## src/hdl/gssq_pkg.sv

```systemverilog
// Shared constants, state type and helpers for the generator start/stop sequencer.
`timescale 1ns / 1ps

package gssq_pkg;

    localparam int TICK_W    = 17;
    localparam int VALUE_W   = 32;
    localparam int PERR_W    = 31;
    localparam int CODE_W    = 3;
    localparam int CFG_IDX_W = 2;
    localparam int CFG_W     = 32;

    localparam int IN_TDATA_W  = 104;
    localparam int OUT_TDATA_W = 8;

    localparam logic [TICK_W-1:0]  TICK_MAX           = '1;
    localparam logic [TICK_W-1:0]  START_TIMEOUT_RST  = TICK_W'(30000);
    localparam logic [TICK_W-1:0]  STOP_TIMEOUT_RST   = TICK_W'(90000);
    localparam logic signed [VALUE_W-1:0] LOAD_VOLT_RST = '0;
    localparam logic [PERR_W-1:0]  POWER_ERR_RST      = PERR_W'(3355443);

    // Register map of the configuration port
    typedef enum logic [CFG_IDX_W-1:0] {
        CFG_START_TIMEOUT = 2'd0,
        CFG_STOP_TIMEOUT  = 2'd1,
        CFG_LOAD_VOLTAGE  = 2'd2,
        CFG_POWER_ERROR   = 2'd3
    } cfg_index_t;

    // Reported state codes
    localparam logic [CODE_W-1:0] CODE_INIT     = 3'd0;
    localparam logic [CODE_W-1:0] CODE_STOPPED  = 3'd1;
    localparam logic [CODE_W-1:0] CODE_STARTING = 3'd2;
    localparam logic [CODE_W-1:0] CODE_RUNNING  = 3'd3;
    localparam logic [CODE_W-1:0] CODE_STOPPING = 3'd4;

    typedef enum logic [4:0] {
        ST_INIT     = 5'b00001,
        ST_STOPPED  = 5'b00010,
        ST_STARTING = 5'b00100,
        ST_RUNNING  = 5'b01000,
        ST_STOPPING = 5'b10000
    } seq_state_t;

    function automatic logic [CODE_W-1:0] state_code(input seq_state_t st);
        logic [CODE_W-1:0] code;
        code = CODE_INIT;
        unique case (st)
            ST_INIT:     code = CODE_INIT;
            ST_STOPPED:  code = CODE_STOPPED;
            ST_STARTING: code = CODE_STARTING;
            ST_RUNNING:  code = CODE_RUNNING;
            ST_STOPPING: code = CODE_STOPPING;
            default:     code = CODE_INIT;
        endcase
        return code;
    endfunction

    // Saturating tick increment
    function automatic logic [TICK_W-1:0] tick_inc(input logic [TICK_W-1:0] cnt);
        return (cnt == TICK_MAX) ? cnt : cnt + TICK_W'(1);
    endfunction

endpackage

```

## src/hdl/generator_start_stop_sequencer_top.sv

```systemverilog
// Top level of the generator start/stop sequencer.
`timescale 1ns / 1ps

// Generator start/stop sequencer. Each input transfer is one millisecond tick
// carrying one-shot on/off commands, the generator running flag, DC-link
// voltage, power reference and measured power. The block steps a five-state
// sequencer (init, stopped, starting, running, stopping) and returns exactly
// one output transfer per tick with the start command, the generator-on flag,
// that tick's no-power alarm and the state code (0 init .. 4 stopping).
// Entry actions run on the first tick spent in a state. Starting and stopping
// time out once the saturating tick counter exceeds the configured limit; the
// timeout wins over the running flag. A limit of 131071 never expires.
// Rate: one tick per clock cycle sustained while m_axis_tready stays high. A tick
// is held in the input register, and the sequencer update runs in the cycle it
// moves to the output register, which drives the output transfer.
// The output register decouples the two sides: a new tick is taken while a
// result still waits, as long as the input register is empty or can move on.
// Configuration: write enable, index and data; index 0 start timeout, 1 stop
// timeout, 2 load voltage threshold (signed), 3 power error threshold. Write
// only while no tick is in flight.
module generator_start_stop_sequencer_top
    import gssq_pkg::*;
(
    input  logic                   clk,
    input  logic                   rst_n,
    // slave side
    input  logic                   s_axis_tvalid,
    output logic                   s_axis_tready,
    // [0] cmd_on, [1] cmd_off, [2] gen_running, [34:3] dc_voltage,
    // [66:35] power_reference, [98:67] power_measured, [103:99] zero
    input  logic [IN_TDATA_W-1:0]  s_axis_tdata,
    // master side
    output logic                   m_axis_tvalid,
    input  logic                   m_axis_tready,
    // [0] start_command, [1] generator_on, [2] no_power_alarm,
    // [5:3] state_code, [7:6] zero
    output logic [OUT_TDATA_W-1:0] m_axis_tdata,
    // configuration
    input  logic                   cfg_we,
    input  logic [CFG_IDX_W-1:0]   cfg_index,
    input  logic [CFG_W-1:0]       cfg_data
);

    // configuration registers
    logic [TICK_W-1:0]         start_timeout_reg;
    logic [TICK_W-1:0]         stop_timeout_reg;
    logic signed [VALUE_W-1:0] load_voltage_reg;
    logic [PERR_W-1:0]         power_error_reg;

    // input stage
    logic                      in_valid_reg;
    logic                      cmd_on_reg;
    logic                      cmd_off_reg;
    logic                      gen_running_reg;
    logic signed [VALUE_W-1:0] dc_voltage_reg;
    logic signed [VALUE_W-1:0] power_reference_reg;
    logic signed [VALUE_W-1:0] power_measured_reg;

    // sequencer state
    seq_state_t        state_reg, state_next;
    logic              entry_reg, entry_next;
    logic [TICK_W-1:0] tick_reg, tick_next;
    logic              start_cmd_reg, start_cmd_next;
    logic              gen_on_reg, gen_on_next;
    logic              alarm_next;

    // output stage
    logic                   out_valid_reg;
    logic [OUT_TDATA_W-1:0] out_data_reg;

    logic advance;
    logic take_in;

    // datapath for the alarm
    logic signed [VALUE_W:0] power_diff;
    logic [VALUE_W:0]        power_err;
    logic                    volt_low;
    logic                    err_high;
    logic [TICK_W-1:0]       tick_inc_val;

    assign advance       = in_valid_reg && (!out_valid_reg || m_axis_tready);
    assign s_axis_tready = !in_valid_reg || advance;
    assign take_in       = s_axis_tvalid && s_axis_tready;

    assign m_axis_tvalid = out_valid_reg;
    assign m_axis_tdata  = out_data_reg;

    // configuration writes
    always_ff @(posedge clk or negedge rst_n)
    begin
        if (!rst_n)
        begin
            start_timeout_reg <= START_TIMEOUT_RST;
            stop_timeout_reg  <= STOP_TIMEOUT_RST;
            load_voltage_reg  <= LOAD_VOLT_RST;
            power_error_reg   <= POWER_ERR_RST;
        end
        else if (cfg_we)
        begin
            unique case (cfg_index_t'(cfg_index))
                CFG_START_TIMEOUT: start_timeout_reg <= cfg_data[TICK_W-1:0];
                CFG_STOP_TIMEOUT:  stop_timeout_reg  <= cfg_data[TICK_W-1:0];
                CFG_LOAD_VOLTAGE:  load_voltage_reg  <= signed'(cfg_data[VALUE_W-1:0]);
                CFG_POWER_ERROR:   power_error_reg   <= cfg_data[PERR_W-1:0];
                default:           ;
            endcase
        end
    end

    // input register
    always_ff @(posedge clk or negedge rst_n)
    begin
        if (!rst_n)
            in_valid_reg <= 1'b0;
        else if (s_axis_tready)
            in_valid_reg <= s_axis_tvalid;
    end

    always_ff @(posedge clk)
    begin
        if (take_in)
        begin
            cmd_on_reg          <= s_axis_tdata[0];
            cmd_off_reg         <= s_axis_tdata[1];
            gen_running_reg     <= s_axis_tdata[2];
            dc_voltage_reg      <= signed'(s_axis_tdata[34:3]);
            power_reference_reg <= signed'(s_axis_tdata[66:35]);
            power_measured_reg  <= signed'(s_axis_tdata[98:67]);
        end
    end

    // |pref - pmeas| at 33 bits, never wraps
    assign power_diff = {power_reference_reg[VALUE_W-1], power_reference_reg}
                      - {power_measured_reg[VALUE_W-1], power_measured_reg};
    assign power_err  = power_diff[VALUE_W] ? (VALUE_W+1)'(0) - $unsigned(power_diff)
                                            : $unsigned(power_diff);
    assign volt_low   = dc_voltage_reg < load_voltage_reg;
    assign err_high   = power_err > {2'b00, power_error_reg};

    // counter starts over on entry, then counts this tick
    assign tick_inc_val = tick_inc(entry_reg ? '0 : tick_reg);

    // sequencer step for the tick in the input register
    always_comb
    begin
        state_next     = state_reg;
        tick_next      = tick_reg;
        start_cmd_next = start_cmd_reg;
        gen_on_next    = gen_on_reg;
        alarm_next     = 1'b0;
        unique case (state_reg)
            ST_INIT:
            begin
                if (entry_reg)
                    tick_next = '0;
                state_next = start_cmd_reg ? ST_STARTING : ST_STOPPED;
            end
            ST_STOPPED:
            begin
                if (entry_reg)
                    tick_next = '0;
                start_cmd_next = 1'b0;
                if (cmd_on_reg)
                    state_next = ST_STARTING;
            end
            ST_STARTING:
            begin
                if (entry_reg)
                    start_cmd_next = 1'b1;
                tick_next = tick_inc_val;
                if (gen_running_reg)
                    state_next = ST_RUNNING;
                if (tick_inc_val > start_timeout_reg)
                    state_next = ST_STOPPED;
            end
            ST_RUNNING:
            begin
                if (entry_reg)
                begin
                    tick_next   = '0;
                    gen_on_next = 1'b1;
                end
                alarm_next = volt_low && gen_running_reg && err_high;
                if (cmd_off_reg || !gen_running_reg)
                    state_next = ST_STOPPING;
            end
            ST_STOPPING:
            begin
                if (entry_reg)
                begin
                    gen_on_next    = 1'b0;
                    start_cmd_next = 1'b0;
                end
                tick_next = tick_inc_val;
                if (!gen_running_reg || (tick_inc_val > stop_timeout_reg))
                    state_next = ST_STOPPED;
            end
            default: ;
        endcase
        entry_next = (state_next != state_reg);
    end

    always_ff @(posedge clk or negedge rst_n)
    begin
        if (!rst_n)
        begin
            state_reg     <= ST_INIT;
            entry_reg     <= 1'b1;
            tick_reg      <= '0;
            start_cmd_reg <= 1'b0;
            gen_on_reg    <= 1'b0;
        end
        else if (advance)
        begin
            state_reg     <= state_next;
            entry_reg     <= entry_next;
            tick_reg      <= tick_next;
            start_cmd_reg <= start_cmd_next;
            gen_on_reg    <= gen_on_next;
        end
    end

    // output register
    always_ff @(posedge clk or negedge rst_n)
    begin
        if (!rst_n)
            out_valid_reg <= 1'b0;
        else if (advance)
            out_valid_reg <= 1'b1;
        else if (m_axis_tready)
            out_valid_reg <= 1'b0;
    end

    always_ff @(posedge clk)
    begin
        if (advance)
            out_data_reg <= {2'b00, state_code(state_next), alarm_next,
                             gen_on_next, start_cmd_next};
    end

endmodule
```

## config.mk

```make
export PLATFORM = sky130hd
export DESIGN_NAME = generator_start_stop_sequencer_top
export DESIGN_NICKNAME = d
export VERILOG_FILES = /design/src/hdl/gssq_pkg.sv /design/src/hdl/generator_start_stop_sequencer_top.sv
export SDC_FILE = /design/constraint.sdc
export NUM_CORES = 1
export LEC_CHECK = 0
export BUFFER_PORTS_ARGS = -buffer_cell sky130_fd_sc_hd__buf_4
export CAP_MARGIN = 20
export CELL_PAD_IN_SITES_DETAIL_PLACEMENT = 0
export CELL_PAD_IN_SITES_GLOBAL_PLACEMENT = 2
export CORE_MARGIN = 3
export CORE_UTILIZATION = 39
export DETAILED_ROUTE_END_ITERATION = 8
export PLACE_DENSITY = 0.88
export RECOVER_POWER = 100
export SETUP_SLACK_MARGIN = 0.2
export SYNTH_ARGS = -nofsm -noshare
export SYNTH_HDL_FRONTEND = slang
export SYNTH_SLANG_ARGS = --single-unit
```

## constraint.sdc

```tcl
create_clock -name clk -period 5.7 [get_ports clk]
set_clock_uncertainty 0.15 [all_clocks]
set_input_delay 0.855 -clock clk [delete_from_list [all_inputs] [get_ports clk]]
set_output_delay 0.855 -clock clk [all_outputs]
set_load 0.005 [all_outputs]
```

==> impl_metrics.env <==
export IMPL_status="finished with violations"
export IMPL_violations="capacitance limit, slew limit"
export IMPL_routed_wl_um=31800
export IMPL_routed_via_density=5.09
export IMPL_synth_cell_type_count=84
export IMPL_yosys_top_cells_area="edfxtp_1 23%, dfrtp_1 17%, ha_1 12%"
export IMPL_period_minus_slack_ns=5.29
export IMPL_nets=1786
export IMPL_vdd_drop_max_uv=238
export IMPL_row_count=68
export IMPL_antenna_found_initial=2
export IMPL_wire_per_inst_um=16.0
export IMPL_design_core_area_um2=34800
export IMPL_gp_congestion=0.840
export IMPL_numCtsBuffers=26
export IMPL_clock_latency_ns=0.54
export IMPL_cp_buffers_inverters=2
export IMPL_grt_max_degree=71
export IMPL_worstHoldPathType="reg2reg"
export IMPL_powerDensity_nw_per_um2=299
export IMPL_start_kind="flop"
export IMPL_ys_ff_latch=229
export IMPL_cts_root_buffer="clkbuf_16"
export IMPL_path_clk_slew_ns=0.06
export IMPL_cts_tree="yes"
export IMPL_async_flop_share=0.541
export IMPL_tightest_slew_ns=4.32
export IMPL_hpwl_um=24900
export IMPL_syn_area_um2=13900
export IMPL_grt_pass1_vias=10100
export IMPL_die_height_um=194
export IMPL_regArea_um2=6290
export IMPL_port_buffers=145
export IMPL_io_pins=153
export IMPL_slew_violations=214
export IMPL_rsz0062_at_grt="yes"
export IMPL_fmax_mhz=189
export IMPL_dieWidth_um=194
export IMPL_ant_nets=0
export IMPL_p_leak_uw=0.00745
export IMPL_synth_edff_count=105
export IMPL_drive_gt1_frac=0.234
export IMPL_crit_slowest_cell="or4_1"
export IMPL_fin_crit_sh=0.928
export IMPL_area_growth_pct=19.8
export IMPL_max_stage_delay_ns=0.58
export IMPL_worstPathArrival_ns=5.44
export IMPL_synth_area_per_cell_um2=10.4
export IMPL_yosysTopAreaCellShare=0.228
export IMPL_path_class="reg2reg"
export IMPL_required_ns=5.85
export IMPL_die_area_um2=37800
export IMPL_path_cells="nand4_1 -> nor3b_2 -> nand3_1 -> or4_1 -> or3_1 -> clkbuf_1 -> mux2_1 -> ha_1 -> nor2b_1 -> o21a_1 -> o21a_1 -> o21ai_0 -> a21oi_1 -> a2111oi_0 -> buf_4 -> o21ai_0 -> or2_2 -> nand2_1 -> xor2_1 -> nor4_2"
export IMPL_fin_cells=1988
export IMPL_track_usage=0.166
export IMPL_hold_viol=0
export IMPL_path_delay_family="simple AND/OR/NAND/NOR gates"
export IMPL_relSlewSlack=-1.88
export IMPL_grt_overflow_total=0
export IMPL_synth_cells=1329
export IMPL_drt_first_pass_iters=4
export IMPL_drtIter0Drc=464
export IMPL_synth_area_leader_cell="edfxtp_1"
export IMPL_clock_path_buffers=3
export IMPL_yosysMostFrequentCell="inv_1"
export IMPL_setup_viol_count_final=0
export IMPL_crit_fanout=8
export IMPL_seq_area_frac_synth=0.454
export IMPL_fill_cells=3238
export IMPL_fin_tns_setup_ns=0
export IMPL_yosys_most_used_dff="edfxtp_1"
export IMPL_ys_warn_count=0
export IMPL_vias=10100
export IMPL_maxCapViolations=4
export IMPL_placedCellCount=1931
export IMPL_drcViolationCount=0
export IMPL_whs_ns=0.333
export IMPL_end_kind="flop"
export IMPL_multi_input_area_um2=6980
export IMPL_start_util=0.398
export IMPL_grt_pass1_wl_um=52000
export IMPL_synth_commonest_cells="145 x inv_1, 130 x ha_1, 105 x edfxtp_1"
export IMPL_cts_sinks=229
export IMPL_ctsHtreeMaxLevel=1
power by group:
part           switching, µW  internal [µW]  total (µW)
logic                    684            581        1260
registers               82.5           1960        2040
clock network            682            977        1660
total                   1450           3510        4960
placed cells by master, fill, tap and decap left out, types with 5 or more instances in the layout:
master     count
inv_1        145
ha_1         128
edfxtp_1     105
clkbuf_4     104
nand2_1      101
dfrtp_1       94
mux2_2        81
a21oi_1       76
nor2_1        75
o21ai_0       75
buf_4         61
a21o_1        44
xnor2_1       35
nand4_1       30
dfstp_2       30
xor2_1        27
clkbuf_16     27
nand3_1       26
clkbuf_1      22
nor2b_1       18
nand2b_1      16
nor3_1        14
o21a_1        10
a22o_1         9
and3_1         8
or3_1          8
o2111ai_1      8
o211ai_1       8
nand3b_1       7
a31oi_1        6
o21ai_1        5
and2_1         5
a311oi_1       5
what timing repair did:
item / 4_1_cts / 5_1_grt
hold endpoints to repair: 6 / 0
gates resized for setup: 1 / 30
pin swaps: 0 / 11
setup endpoints to repair: 1 / 4
buffers inserted: 0 / 7
hold buffers: 1 / 0
layer usage:
metal | share of wire | up-vias | track usage | routed length, µm
met2 | 0.49 | 164 | 0.284 | 15400
met1 | 0.45 | 4759 | 0.221 | 14200
li1 | - | 5136 | - | -
met5 | 0.00041 | - | 0 | 13
met4 | 0.035 | 2 | 0.0524 | 1100
met3 | 0.032 | 56 | 0.0213 | 1020
cell type report:
type | instances | area share
Clock inverter | 15 | 0.00913
Multi-Input combinational cell | 925 | 0.421
Inverter | 146 | 0.0330
Antenna cell | 1 | 0.000151
Tap cell | 455 | 0.0343
Timing Repair Buffer | 184 | 0.0803
Sequential cell | 229 | 0.379
Clock buffer | 33 | 0.0427
final timing paths:
check / from / to / slack (ns) / cells past startpoint
setup / recovery: tick_reg[7] / m_axis_tdata[4] / 0.41 / 20
min in group asynchronous: rst_n / load_voltage_reg[6] / 0.84 / 2
hold reg to reg: in_valid_reg / m_axis_tvalid / 0.33 / 1
max in group asynchronous: rst_n / load_voltage_reg[17] / 1.05 / 3
setup reg to reg: tick_reg[7] / m_axis_tdata[4] / 0.41 / 20
hold / removal: in_valid_reg / m_axis_tvalid / 0.33 / 1
cell families after synthesis:
| family | synth area share |
|---|---|
| compound gates | 0.139 |
| xor+xnor | 0.0424 |
| fa+ha+maj | 0.119 |
| buf+inv | 0.0494 |
| flops | 0.454 |
| mux | 0.0674 |
| other cells | 0.000271 |
| simple gates | 0.129 |
through the flow:
step | setup WS [ns] | area (µm²) | util | total power [µW]
6_report | 0.411 | 16600 | 0.477 | 4960
5_1_grt | 0.110 | 16600 | 0.477 | 5300
4_1_cts | 0.238 | 16500 | 0.474 | 5020
3_5_place_dp | 0.224 | 15600 | 0.449 | 3330
3_3_place_gp | 0.222 | 15600 | 0.449 | 3290
2_1_floorplan | 0.590 | 13900 | - | 2950
(Power assumes the default switching activity.)
